==> config.mk <==
export PLATFORM = sky130hd
export DESIGN_NAME = peak_to_peak_level_meter
export DESIGN_NICKNAME = d
export VERILOG_FILES = /design/src/sv/p2p_pkg.sv /design/src/sv/p2p_mul.sv /design/src/sv/p2p_window.sv /design/src/sv/p2p_div.sv /design/src/sv/peak_to_peak_level_meter.sv
export SDC_FILE = /design/constraint.sdc
export NUM_CORES = 2
export LEC_CHECK = 0
export ABC_AREA = 1
export BUFFER_PORTS_ARGS = -buffer_cell sky130_fd_sc_hd__buf_4
export CORE_MARGIN = 8
export CORE_UTILIZATION = 54
export CTS_BUF_LIST = sky130_fd_sc_hd__clkbuf_4
export CTS_CLUSTER_DIAMETER = 100
export CTS_CLUSTER_SIZE = 28
export DETAILED_ROUTE_END_ITERATION = 12
export PLACE_DENSITY_LB_ADDON = 0.15
export SYNTH_ARGS = -nofsm -noshare
export SYNTH_HDL_FRONTEND = slang
export SYNTH_SLANG_ARGS = --single-unit
export TNS_END_PERCENT = 20
==> constraint.sdc <==
create_clock -name i_clk -period 9.8 [get_ports i_clk]
set_input_delay 1.96 -clock i_clk [delete_from_list [all_inputs] [get_ports i_clk]]
set_output_delay 1.96 -clock i_clk [all_outputs]
set_load 0.02 [all_outputs]
==> src/sv/p2p_pkg.sv <==
// Shared constants for the peak-to-peak level meter.
// No dependencies; imported by every module of the block.
package p2p_pkg;

    localparam int SAMPLE_WIDTH = 32;

    localparam int P2P_W   = 31;
    localparam int NORM_W  = 24;
    localparam int DB_W    = 16;
    localparam int FRAC_W  = 16;
    localparam int MUL_W   = 33;
    localparam int PROD_W  = 64;

    localparam logic [P2P_W-1:0]  P2P_MAX  = '1;
    localparam logic [NORM_W-1:0] NORM_MAX = '1;

    // 20*log10(2) in Q.16
    localparam logic signed [MUL_W-1:0] DB_K = 33'sd394566;

    // configuration register indexes
    localparam logic [2:0] CFG_WINDOW_LENGTH = 3'd0;
    localparam logic [2:0] CFG_GAIN          = 3'd1;
    localparam logic [2:0] CFG_FULL_SCALE    = 3'd2;
    localparam logic [2:0] CFG_REFERENCE     = 3'd3;
    localparam logic [2:0] CFG_DB_OFFSET     = 3'd4;

    // configuration reset values
    localparam logic [15:0]        RST_WINDOW_LENGTH = 16'd441;
    localparam logic [7:0]         RST_GAIN          = 8'd1;
    localparam logic [23:0]        RST_FULL_SCALE    = 24'd8388607;
    localparam logic [23:0]        RST_REFERENCE     = 24'd1;
    localparam logic signed [15:0] RST_DB_OFFSET     = 16'sd0;

endpackage

==> src/sv/p2p_mul.sv <==
// Shared signed multiplier with a registered product.
// Depends on p2p_pkg for operand and product widths.
module p2p_mul import p2p_pkg::*; (
    input  logic                    i_clk,
    input  logic signed [MUL_W-1:0] i_a,
    input  logic signed [MUL_W-1:0] i_b,
    output logic [PROD_W-1:0]       o_prod
);

    logic signed [2*MUL_W-1:0] w_full;
    logic [PROD_W-1:0]         r_prod;

    assign w_full = i_a * i_b;

    always_ff @(posedge i_clk) begin
        r_prod <= w_full[PROD_W-1:0];
    end

    assign o_prod = r_prod;

endmodule

==> src/sv/p2p_window.sv <==
// Running min/max tracker and sample counter for one measurement window.
// Depends on p2p_pkg for the sample width.
module p2p_window import p2p_pkg::*; (
    input  logic        i_clk,
    input  logic        i_rst_n,
    input  logic        i_accept,
    input  logic [31:0] i_sample,
    input  logic [15:0] i_window_length,
    output logic        o_close,
    output logic [31:0] o_diff
);

    logic signed [SAMPLE_WIDTH-1:0] w_raw;
    logic signed [31:0]             w_s;
    logic signed [31:0]             r_min, n_min;
    logic signed [31:0]             r_max, n_max;
    logic [15:0]                    r_cnt;
    logic [16:0]                    w_cnt_inc;
    logic [15:0]                    w_len;
    logic signed [32:0]             w_diff;
    logic [31:0]                    r_diff;

    assign w_raw     = i_sample[SAMPLE_WIDTH-1:0];
    assign w_s       = 32'(w_raw);
    assign n_min     = (w_s < r_min) ? w_s : r_min;
    assign n_max     = (w_s > r_max) ? w_s : r_max;
    assign w_cnt_inc = {1'b0, r_cnt} + 17'd1;
    assign w_len     = (i_window_length == 16'd0) ? 16'd1 : i_window_length;
    assign o_close   = (w_cnt_inc >= {1'b0, w_len});
    assign w_diff    = 33'(n_max) - 33'(n_min);

    always_ff @(posedge i_clk) begin
        if (!i_rst_n) begin
            r_min <= 32'sh7FFF_FFFF;
            r_max <= 32'sh8000_0000;
            r_cnt <= '0;
        end else if (i_accept) begin
            if (o_close) begin
                r_min <= 32'sh7FFF_FFFF;
                r_max <= 32'sh8000_0000;
                r_cnt <= '0;
            end else begin
                r_min <= n_min;
                r_max <= n_max;
                r_cnt <= w_cnt_inc[15:0];
            end
        end
    end

    // hold the span of the closing window for the sequencer
    always_ff @(posedge i_clk) begin
        if (i_accept && o_close) begin
            r_diff <= w_diff[31:0];
        end
    end

    assign o_diff = r_diff;

endmodule

==> src/sv/p2p_div.sv <==
// Restoring divider, one quotient bit per cycle, for the normalized level.
// Depends on p2p_pkg for field widths.
module p2p_div import p2p_pkg::*; (
    input  logic              i_clk,
    input  logic              i_rst_n,
    input  logic              i_start,
    input  logic [P2P_W-1:0]  i_p2p,
    input  logic [23:0]       i_full_scale,
    output logic              o_busy,
    output logic [NORM_W-1:0] o_quot
);

    logic              r_busy;
    logic [4:0]        r_cnt;
    logic [23:0]       r_rem;
    logic [23:0]       r_bits;
    logic [NORM_W-1:0] r_quot;
    logic [24:0]       w_trial;
    logic              w_ge;
    logic              w_sat;

    assign w_trial = {r_rem, r_bits[23]};
    assign w_ge    = (w_trial >= {1'b0, i_full_scale});
    // quotient overflows 24 bits exactly when p2p >= full_scale * 2^8
    assign w_sat   = ({1'b0, i_p2p} >= {i_full_scale, 8'd0});

    always_ff @(posedge i_clk) begin
        if (!i_rst_n) begin
            r_busy <= 1'b0;
            r_cnt  <= '0;
        end else if (i_start) begin
            r_busy <= (i_p2p != '0) && !w_sat;
            r_cnt  <= '0;
        end else if (r_busy) begin
            r_cnt <= r_cnt + 5'd1;
            if (r_cnt == 5'd23) begin
                r_busy <= 1'b0;
            end
        end
    end

    always_ff @(posedge i_clk) begin
        if (i_start) begin
            r_rem  <= {1'b0, i_p2p[30:8]};
            r_bits <= {i_p2p[7:0], 16'd0};
            if (i_p2p == '0) begin
                r_quot <= '0;
            end else if (w_sat) begin
                r_quot <= NORM_MAX;
            end else begin
                r_quot <= '0;
            end
        end else if (r_busy) begin
            r_bits <= {r_bits[22:0], 1'b0};
            if (w_ge) begin
                r_rem <= 24'(w_trial - {1'b0, i_full_scale});
            end else begin
                r_rem <= w_trial[23:0];
            end
            r_quot <= {r_quot[NORM_W-2:0], w_ge};
        end
    end

    assign o_busy = r_busy;
    assign o_quot = r_quot;

endmodule

==> src/sv/peak_to_peak_level_meter.sv <==
// Peak-to-peak level meter, one audio channel; top level with sequencer and config.
// Samples that do not close a window are taken one per cycle while the sequencer is idle.
// A window-closing sample stalls the input until the sequencer is done (gain product, two log2 passes of
// 5 shift steps and 16 squarings each, dB product, round and offset, output load); its result is
// valid after the output load, sooner when the span is zero, later while a result still waits.
// Synchronous active-low reset restores config defaults, restarts min/max/count and control.
module peak_to_peak_level_meter import p2p_pkg::*; (
    input  logic                   i_clk,
    input  logic                   i_rst_n,
    // sample channel
    input  logic                   i_valid,
    output logic                   o_stall,
    input  logic [31:0]            i_sample,
    // result channel
    output logic                   o_valid,
    input  logic                   i_stall,
    output logic [P2P_W-1:0]       o_peak_to_peak,
    output logic [NORM_W-1:0]      o_normalized_power,
    output logic signed [DB_W-1:0] o_power_db,
    // configuration write channel
    input  logic                   i_cfg_valid,
    output logic                   o_cfg_ready,
    input  logic [2:0]             i_cfg_index,
    input  logic [23:0]            i_cfg_data
);

    // sequencer states
    localparam logic [3:0] S_IDLE = 4'd0;
    localparam logic [3:0] S_GAIN = 4'd1;  // diff * gain into the multiplier
    localparam logic [3:0] S_SAT  = 4'd2;  // clamp p2p, start divider and first log
    localparam logic [3:0] S_NORM = 4'd3;  // leading-one search, 16/8/4/2/1 bit steps
    localparam logic [3:0] S_SQ   = 4'd4;  // square the mantissa
    localparam logic [3:0] S_SQW  = 4'd5;  // take one fraction bit from the square
    localparam logic [3:0] S_DB   = 4'd6;  // log difference times 20*log10(2)
    localparam logic [3:0] S_DBW  = 4'd7;  // round, add offset, saturate
    localparam logic [3:0] S_OUT  = 4'd8;  // wait for divider and output slot

    // configuration registers
    logic [15:0]        r_window_length;
    logic [7:0]         r_gain;
    logic [23:0]        r_full_scale;
    logic [23:0]        r_reference;
    logic signed [15:0] r_db_offset;

    logic [3:0]  r_state;
    logic        w_accept;
    logic        w_close;
    logic [31:0] w_diff;

    // log2 datapath
    logic [31:0]         r_m;
    logic [4:0]          r_n;
    logic [FRAC_W-1:0]   r_frac;
    logic [2:0]          r_step;
    logic [3:0]          r_iter;
    logic                r_which;
    logic [20:0]         r_lp;
    logic [20:0]         r_lr;

    logic [P2P_W-1:0]       r_p2p;
    logic signed [DB_W-1:0] r_db;

    logic [P2P_W-1:0]       r_o_p2p;
    logic [NORM_W-1:0]      r_o_norm;
    logic signed [DB_W-1:0] r_o_db;
    logic                   r_o_valid;

    logic signed [MUL_W-1:0] w_mul_a;
    logic signed [MUL_W-1:0] w_mul_b;
    logic [PROD_W-1:0]       w_prod;

    logic              w_div_start;
    logic              w_div_busy;
    logic [NORM_W-1:0] w_div_quot;

    logic [P2P_W-1:0]    w_sat_p2p;
    logic [4:0]          w_sh;
    logic                w_hi_zero;
    logic [32:0]         w_sq;
    logic [31:0]         w_m_next;
    logic [FRAC_W-1:0]   w_frac_next;
    logic signed [21:0]  w_d;
    logic signed [63:0]  w_round;
    logic signed [17:0]  w_lvl;
    logic signed [18:0]  w_sum;
    logic signed [DB_W-1:0] w_db_sat;

    assign w_accept    = i_valid && !o_stall;
    assign o_stall     = (r_state != S_IDLE);
    assign o_cfg_ready = 1'b1;

    // configuration writes; unknown indexes are dropped
    always_ff @(posedge i_clk) begin
        if (!i_rst_n) begin
            r_window_length <= RST_WINDOW_LENGTH;
            r_gain          <= RST_GAIN;
            r_full_scale    <= RST_FULL_SCALE;
            r_reference     <= RST_REFERENCE;
            r_db_offset     <= RST_DB_OFFSET;
        end else if (i_cfg_valid && o_cfg_ready) begin
            case (i_cfg_index)
                CFG_WINDOW_LENGTH: r_window_length <= i_cfg_data[15:0];
                CFG_GAIN:          r_gain          <= i_cfg_data[7:0];
                CFG_FULL_SCALE:    r_full_scale    <= i_cfg_data;
                CFG_REFERENCE:     r_reference     <= i_cfg_data;
                CFG_DB_OFFSET:     r_db_offset     <= $signed(i_cfg_data[15:0]);
                default: begin
                end
            endcase
        end
    end

    p2p_window u_window (
        .i_clk           (i_clk),
        .i_rst_n         (i_rst_n),
        .i_accept        (w_accept),
        .i_sample        (i_sample),
        .i_window_length (r_window_length),
        .o_close         (w_close),
        .o_diff          (w_diff)
    );

    // steer the shared multiplier by sequencer state
    always_comb begin
        w_mul_a = '0;
        w_mul_b = '0;
        case (r_state)
            S_GAIN: begin
                w_mul_a = $signed({1'b0, w_diff});
                w_mul_b = $signed({25'd0, r_gain});
            end
            S_SQ: begin
                w_mul_a = $signed({1'b0, r_m});
                w_mul_b = $signed({1'b0, r_m});
            end
            S_DB: begin
                w_mul_a = 33'(w_d);
                w_mul_b = DB_K;
            end
            default: begin
            end
        endcase
    end

    p2p_mul u_mul (
        .i_clk  (i_clk),
        .i_a    (w_mul_a),
        .i_b    (w_mul_b),
        .o_prod (w_prod)
    );

    assign w_div_start = (r_state == S_SAT);

    p2p_div u_div (
        .i_clk        (i_clk),
        .i_rst_n      (i_rst_n),
        .i_start      (w_div_start),
        .i_p2p        (w_sat_p2p),
        .i_full_scale (r_full_scale),
        .o_busy       (w_div_busy),
        .o_quot       (w_div_quot)
    );

    // clamp the gained span to 31 bits
    assign w_sat_p2p = (w_prod[63:31] != '0) ? P2P_MAX : w_prod[30:0];

    // leading-one search: shift by 16, 8, 4, 2, 1 when the top bits are clear
    always_comb begin
        case (r_step)
            3'd0:    w_sh = 5'd16;
            3'd1:    w_sh = 5'd8;
            3'd2:    w_sh = 5'd4;
            3'd3:    w_sh = 5'd2;
            default: w_sh = 5'd1;
        endcase
    end
    assign w_hi_zero = ((r_m & ~(32'hFFFF_FFFF >> w_sh)) == '0);

    // one fraction bit per squaring of the Q1.31 mantissa
    assign w_sq        = w_prod[63:31];
    assign w_m_next    = w_sq[32] ? w_sq[32:1] : w_sq[31:0];
    assign w_frac_next = {r_frac[FRAC_W-2:0], w_sq[32]};

    // dB: round the Q.16*Q.16 product back to Q8.8, add offset, saturate
    assign w_d      = $signed({1'b0, r_lp}) - $signed({1'b0, r_lr});
    assign w_round  = $signed(w_prod) + 64'sd8388608;
    assign w_lvl    = w_round[41:24];
    assign w_sum    = 19'(w_lvl) + 19'(r_db_offset);
    assign w_db_sat = (w_sum > 19'sd32767)  ? 16'sh7FFF :
                      (w_sum < -19'sd32768) ? 16'sh8000 : w_sum[15:0];

    always_ff @(posedge i_clk) begin
        if (!i_rst_n) begin
            r_state <= S_IDLE;
        end else begin
            case (r_state)
                S_IDLE: begin
                    if (w_accept && w_close) begin
                        r_state <= S_GAIN;
                    end
                end
                S_GAIN: r_state <= S_SAT;
                S_SAT: begin
                    // zero span skips both logs
                    r_state <= (w_sat_p2p == '0) ? S_OUT : S_NORM;
                end
                S_NORM: begin
                    if (r_step == 3'd4) begin
                        r_state <= S_SQ;
                    end
                end
                S_SQ: r_state <= S_SQW;
                S_SQW: begin
                    if (r_iter == 4'd15) begin
                        r_state <= r_which ? S_DB : S_NORM;
                    end else begin
                        r_state <= S_SQ;
                    end
                end
                S_DB:  r_state <= S_DBW;
                S_DBW: r_state <= S_OUT;
                S_OUT: begin
                    if (!w_div_busy && !r_o_valid) begin
                        r_state <= S_IDLE;
                    end
                end
                default: r_state <= S_IDLE;
            endcase
        end
    end

    // datapath registers, advanced by the sequencer
    always_ff @(posedge i_clk) begin
        case (r_state)
            S_SAT: begin
                r_p2p   <= w_sat_p2p;
                r_db    <= '0;
                r_m     <= {1'b0, w_sat_p2p};
                r_n     <= 5'd31;
                r_step  <= '0;
                r_which <= 1'b0;
            end
            S_NORM: begin
                if (w_hi_zero) begin
                    r_m <= r_m << w_sh;
                    r_n <= r_n - w_sh;
                end
                r_step <= r_step + 3'd1;
                r_iter <= '0;
                r_frac <= '0;
            end
            S_SQW: begin
                r_frac <= w_frac_next;
                r_iter <= r_iter + 4'd1;
                if (r_iter == 4'd15) begin
                    if (r_which) begin
                        r_m  <= w_m_next;
                        r_lr <= {r_n, w_frac_next};
                    end else begin
                        // load the reference for the second log; zero reads as one
                        r_lp    <= {r_n, w_frac_next};
                        r_m     <= (r_reference == '0) ? 32'd1 : {8'd0, r_reference};
                        r_n     <= 5'd31;
                        r_step  <= '0;
                        r_which <= 1'b1;
                    end
                end else begin
                    r_m <= w_m_next;
                end
            end
            S_DBW: r_db <= w_db_sat;
            default: begin
            end
        endcase
    end

    // output register: load when the slot is free, drop on a taken transaction
    always_ff @(posedge i_clk) begin
        if (!i_rst_n) begin
            r_o_valid <= 1'b0;
        end else if (r_state == S_OUT && !w_div_busy && !r_o_valid) begin
            r_o_valid <= 1'b1;
        end else if (r_o_valid && !i_stall) begin
            r_o_valid <= 1'b0;
        end
    end

    always_ff @(posedge i_clk) begin
        if (r_state == S_OUT && !w_div_busy && !r_o_valid) begin
            r_o_p2p  <= r_p2p;
            r_o_norm <= w_div_quot;
            r_o_db   <= r_db;
        end
    end

    assign o_valid            = r_o_valid;
    assign o_peak_to_peak     = r_o_p2p;
    assign o_normalized_power = r_o_norm;
    assign o_power_db         = r_o_db;

endmodule
==> impl.org <==
** Synthesis
- Largest family of logic cells by synthesized area :: adder cells
- Area fraction in and, or, nand and nor cells after synthesis :: 15.6%
- The most used flip-flop cell after synthesis is sky130_fd_sc_hd__edfxtp_1.
- Summing every instance area after synthesis gives 67700 µm².
- Count of flip-flops with a built-in enable after synthesis :: 307
- After Yosys synthesis, full adders, half adders and majority gates account for between 30% and 40% of the synthesized area.
- #FFs+latches synth :: 551
- By area the synthesized netlist is led by sky130_fd_sc_hd__fa_1 32%, sky130_fd_sc_hd__edfxtp_1 14%, sky130_fd_sc_hd__inv_1 9.8%, sky130_fd_sc_hd__nand2_1 9.1%, sky130_fd_sc_hd__ha_1 7.3%.
- Number of different library cells in the post-synthesis netlist :: 59
- After technology mapping, the gate count stands at 8127.
- Sequential elements use 20.8% of the synthesized area.
- Portion of netlist area occupied by mux cells :: less than 1%
- Compound-gate portion of the synthesized area :: 9.71%
- Yosys warns :: 0
- The largest total area in the synthesized netlist belongs to sky130_fd_sc_hd__fa_1.
- In this run the mean area of a mapped cell was 8.33 µm².
- Post-synthesis xor/xnor area fraction :: 2.17%
- Share of flip-flops with an asynchronous set or reset :: 0%
- Proportion of netlist area held by the largest area contributor :: 32.5%

** Power and ir drop
- The analysis attributes to net switching a power of between 9 and 10 mW.
- Power, Total :: 17.7 mW
- Power Dens Cells :: 247 nW/µm²
- Internal power summed over all cells :: 8.17 mW
- Worst voltage drop across the vdd grid :: 1.41 mV
- Combinational logic burns 77.7% of the power.
- Fraction of power consumed by the clock network :: 6.1%
- Leakage :: between 30 and 40 nW
- Sw frac :: 53.9%
- Register share of total power :: between 10% and 20%

** STA
- The final hold violation count came to 0.
- The final-report max-slew violation count was 0.
- Achievable clock frequency :: about 100 MHz
- At the pin with the least slew margin, the transition time is 1220 ps.
- Setup violations remaining at the end of the flow were counted as 0.
- Worst slew slack as a fraction of its limit :: 18.6%
- Final worst clock skew :: 250 ps
- Final Cycle Share :: 98.0%
- Setup repair after global routing could not meet its margin everywhere.
- Adding up every negative setup slack in the final design gives 0 ps.
- Tmin final :: 9600 ps

** Placed design
- Final GP Congestion :: just over 1
- HPWL reported at the end of detailed placement :: 190 mm
- Port buffering added 136 buffers.

** CTS
- TritonCTS buffer count :: 28
- Post_cts resized :: 0
- Clock buffer depth :: 3
- Clock slew at reported path FFs :: around 280 ps
- The clock net in this run drives a total of 551 sinks.
- TritonCTS built the clock tree.
- # hold bufs at CTS :: 0
- Clock latency on the worst-skew pair, taken at its later pin, is around 1100 ps.
- In this run the number of H-tree levels came out at 1.
- Post-CTS setup buffers :: 0
- Root Buffer :: sky130_fd_sc_hd__clkbuf_4

** Global route
- The first global-routing pass estimated 348 mm of wire.
- Global routing finished with a remaining overflow of 0.
- All-Layer GR Usage :: 33.6%
- Pin count of the biggest net entering global routing :: 103
- The initial antenna violation count was 11.
- Via count of the first global-routing pass :: 56433

** Route
- The final route contains 56003 vias.
- Antenna violation net count after detailed routing :: 0
- The detailed router finished its first iteration with 5247 violations.
- Detail-routed net length per standard cell :: 23.2 µm
- Summed over all layers, the routed wires come to ~230 mm.
- The first detailed-routing pass ran for 6 iterations.
- Final routed DRC violation total :: 0
- Routed via count divided by cell count :: roughly 5.6

** Outcome
- Status :: finished clean

** Finish
- Relative to the synthesized area, the layout overhead comes to 6.24%.
- Proportion of layout cells with a drive suffix above 1 :: 5.90%
- The net count of the finished layout is 9817.
- Utilization after layout :: 57.5%

** Setup path
- For this run, the slowest stage of the critical path takes 570 ps.
- In this design, the largest share of critical-path delay is due to adder cells.
- Library cell contributing the largest single delay on the critical path :: sky130_fd_sc_hd__fa_1
- In this run the worst path has a maximum fanout of 8.
- CP required :: 10660 ps
- Type of element capturing the critical path :: register
- Data arrives at the worst endpoint at 10460 ps.
- Together, buffers and inverters on the worst path number 7.
- Critical Path Source Type :: register
- Class of the most critical setup path :: register to register
- Counting stages on the worst path, the most repeated cell is sky130_fd_sc_hd__fa_1.

** Die
- Initial core utilization :: 54.1%
- The die covers 137000 µm².
- Die outline width :: about 370 µm
- Core area :: 125000 µm²
- Row count :: 130
- Vertical extent of the die :: 370 µm
- In this run the count of I/O pins placed on the die edge is between 100 and 150.

** Run
- The tool flagged a number of max-cap violations equal to 0.

** Hold path
- The min-delay analysis places its worst path in the category register to register.
==> registers in the layout (all words and copies together), names as in the netlist, 15 cells and up <==
signal,cells
r_lr,21
r_window_length,16
u_div.o_quot,24
r_db_offset,16
u_window.r_max,32
u_div.r_rem,24
r_reference,24
r_full_scale,24
u_window.r_cnt,16
o_power_db,16
r_p2p,31
r_lp,21
r_db,16
o_peak_to_peak,31
u_window.o_diff,32
u_mul.o_prod,64
r_m,32
r_frac,15
u_window.r_min,32
o_normalized_power,24
==> layout by cell type (no fill, tap or decap), types with 66 or more instances in the layout <==
master	n
sky130_fd_sc_hd__a21oi_1	539
sky130_fd_sc_hd__o211ai_1	66
sky130_fd_sc_hd__ha_1	395
sky130_fd_sc_hd__nand3_1	167
sky130_fd_sc_hd__nand2_1	1637
sky130_fd_sc_hd__edfxtp_1	307
sky130_fd_sc_hd__fa_1	1098
sky130_fd_sc_hd__o21ai_0	395
sky130_fd_sc_hd__buf_4	332
sky130_fd_sc_hd__xor2_1	115
sky130_fd_sc_hd__dfxtp_1	244
sky130_fd_sc_hd__nor2_1	610
sky130_fd_sc_hd__inv_1	1772
==> per-layer routing <==
| metal | GRT usage, % | wire, µm | vias to the layer above |
|---|---|---|---|
| li1 | - | - | 25213 |
| met3 | 8.04 | 23500 | 477 |
| met2 | 53.1 | 104000 | 2554 |
| met4 | 11.4 | 9900 | 4 |
| met5 | 0 | 25 | - |
| met1 | 45.5 | 93400 | 27755 |
==> power by group through the flow <==
stage               Clock (mW)  Sequential, mW  Combinational, mW
CTS                       1.10            2.87               13.5
global route              1.17            2.88               15.3
finish                    1.07            2.88               13.8
detailed placement           0            2.92               13.4
floorplan                    0            2.84               9.38
global placement             0            2.92               13.3
==> synth_stat cells, types with 8 or more instances <==
library cell	count
sky130_fd_sc_hd__a21o_1	30
sky130_fd_sc_hd__a21oi_1	541
sky130_fd_sc_hd__a31oi_1	47
sky130_fd_sc_hd__and3_1	8
sky130_fd_sc_hd__buf_1	11
sky130_fd_sc_hd__buf_2	69
sky130_fd_sc_hd__buf_4	18
sky130_fd_sc_hd__clkbuf_1	180
sky130_fd_sc_hd__clkinv_1	17
sky130_fd_sc_hd__dfxtp_1	244
sky130_fd_sc_hd__edfxtp_1	307
sky130_fd_sc_hd__fa_1	1098
sky130_fd_sc_hd__ha_1	395
sky130_fd_sc_hd__inv_1	1776
sky130_fd_sc_hd__inv_2	20
sky130_fd_sc_hd__mux2i_1	8
sky130_fd_sc_hd__nand2_1	1642
sky130_fd_sc_hd__nand3_1	167
sky130_fd_sc_hd__nand3b_1	8
sky130_fd_sc_hd__nand4_1	44
sky130_fd_sc_hd__nor2_1	615
sky130_fd_sc_hd__nor2_2	21
sky130_fd_sc_hd__nor3_1	47
sky130_fd_sc_hd__nor4_1	31
sky130_fd_sc_hd__o2111ai_1	16
sky130_fd_sc_hd__o211ai_1	66
sky130_fd_sc_hd__o21a_1	11
sky130_fd_sc_hd__o21ai_0	397
sky130_fd_sc_hd__o21ai_1	9
sky130_fd_sc_hd__o21bai_1	14
sky130_fd_sc_hd__o221ai_1	11
sky130_fd_sc_hd__or2_2	19
sky130_fd_sc_hd__xnor2_1	53
sky130_fd_sc_hd__xor2_1	115
==> final timing paths <==
path,startpoint,end,slack (ps),cells after the start
max,r_lp[0],u_mul.o_prod[36],200,37
min,r_p2p[16],o_peak_to_peak[16],380,0
max reg2reg,r_lp[0],u_mul.o_prod[36],200,37
min reg2reg,r_p2p[16],o_peak_to_peak[16],380,0
==> final cells by class <==
class	count	area (µm²)
Clock inverter	16	231
Tap cell	1650	2060
Sequential cell	551	14100
Inverter	1813	6820
Fill cell	11718	53100
Clock buffer	36	270
Antenna cell	15	37.5
Timing Repair Buffer	337	2590
Multi-Input combinational cell	5529	45800
==> through the flow <==
stage	area [µm²]	setup slack [ps]	hold WS (ps)	std cells
floorplan	67900	1320	400	8174
global placement	71400	227	402	9880
detailed placement	71400	253	405	9880
CTS	71900	165	377	9932
global route	71900	-125	414	9936
finish	72000	200	376	9947
==> kinds of logic after synthesis <==
kind of cell | Yosys count
AND/OR/NAND/NOR | 2621
adder cells (fa/ha/maj) | 1493
buffers and inverters | 2094
other | 2
AO/OA/AOI/OAI | 1190
flip-flops | 551
multiplexers | 8
XOR/XNOR | 168
Note: power is estimated with default switching activity, not from simulation.
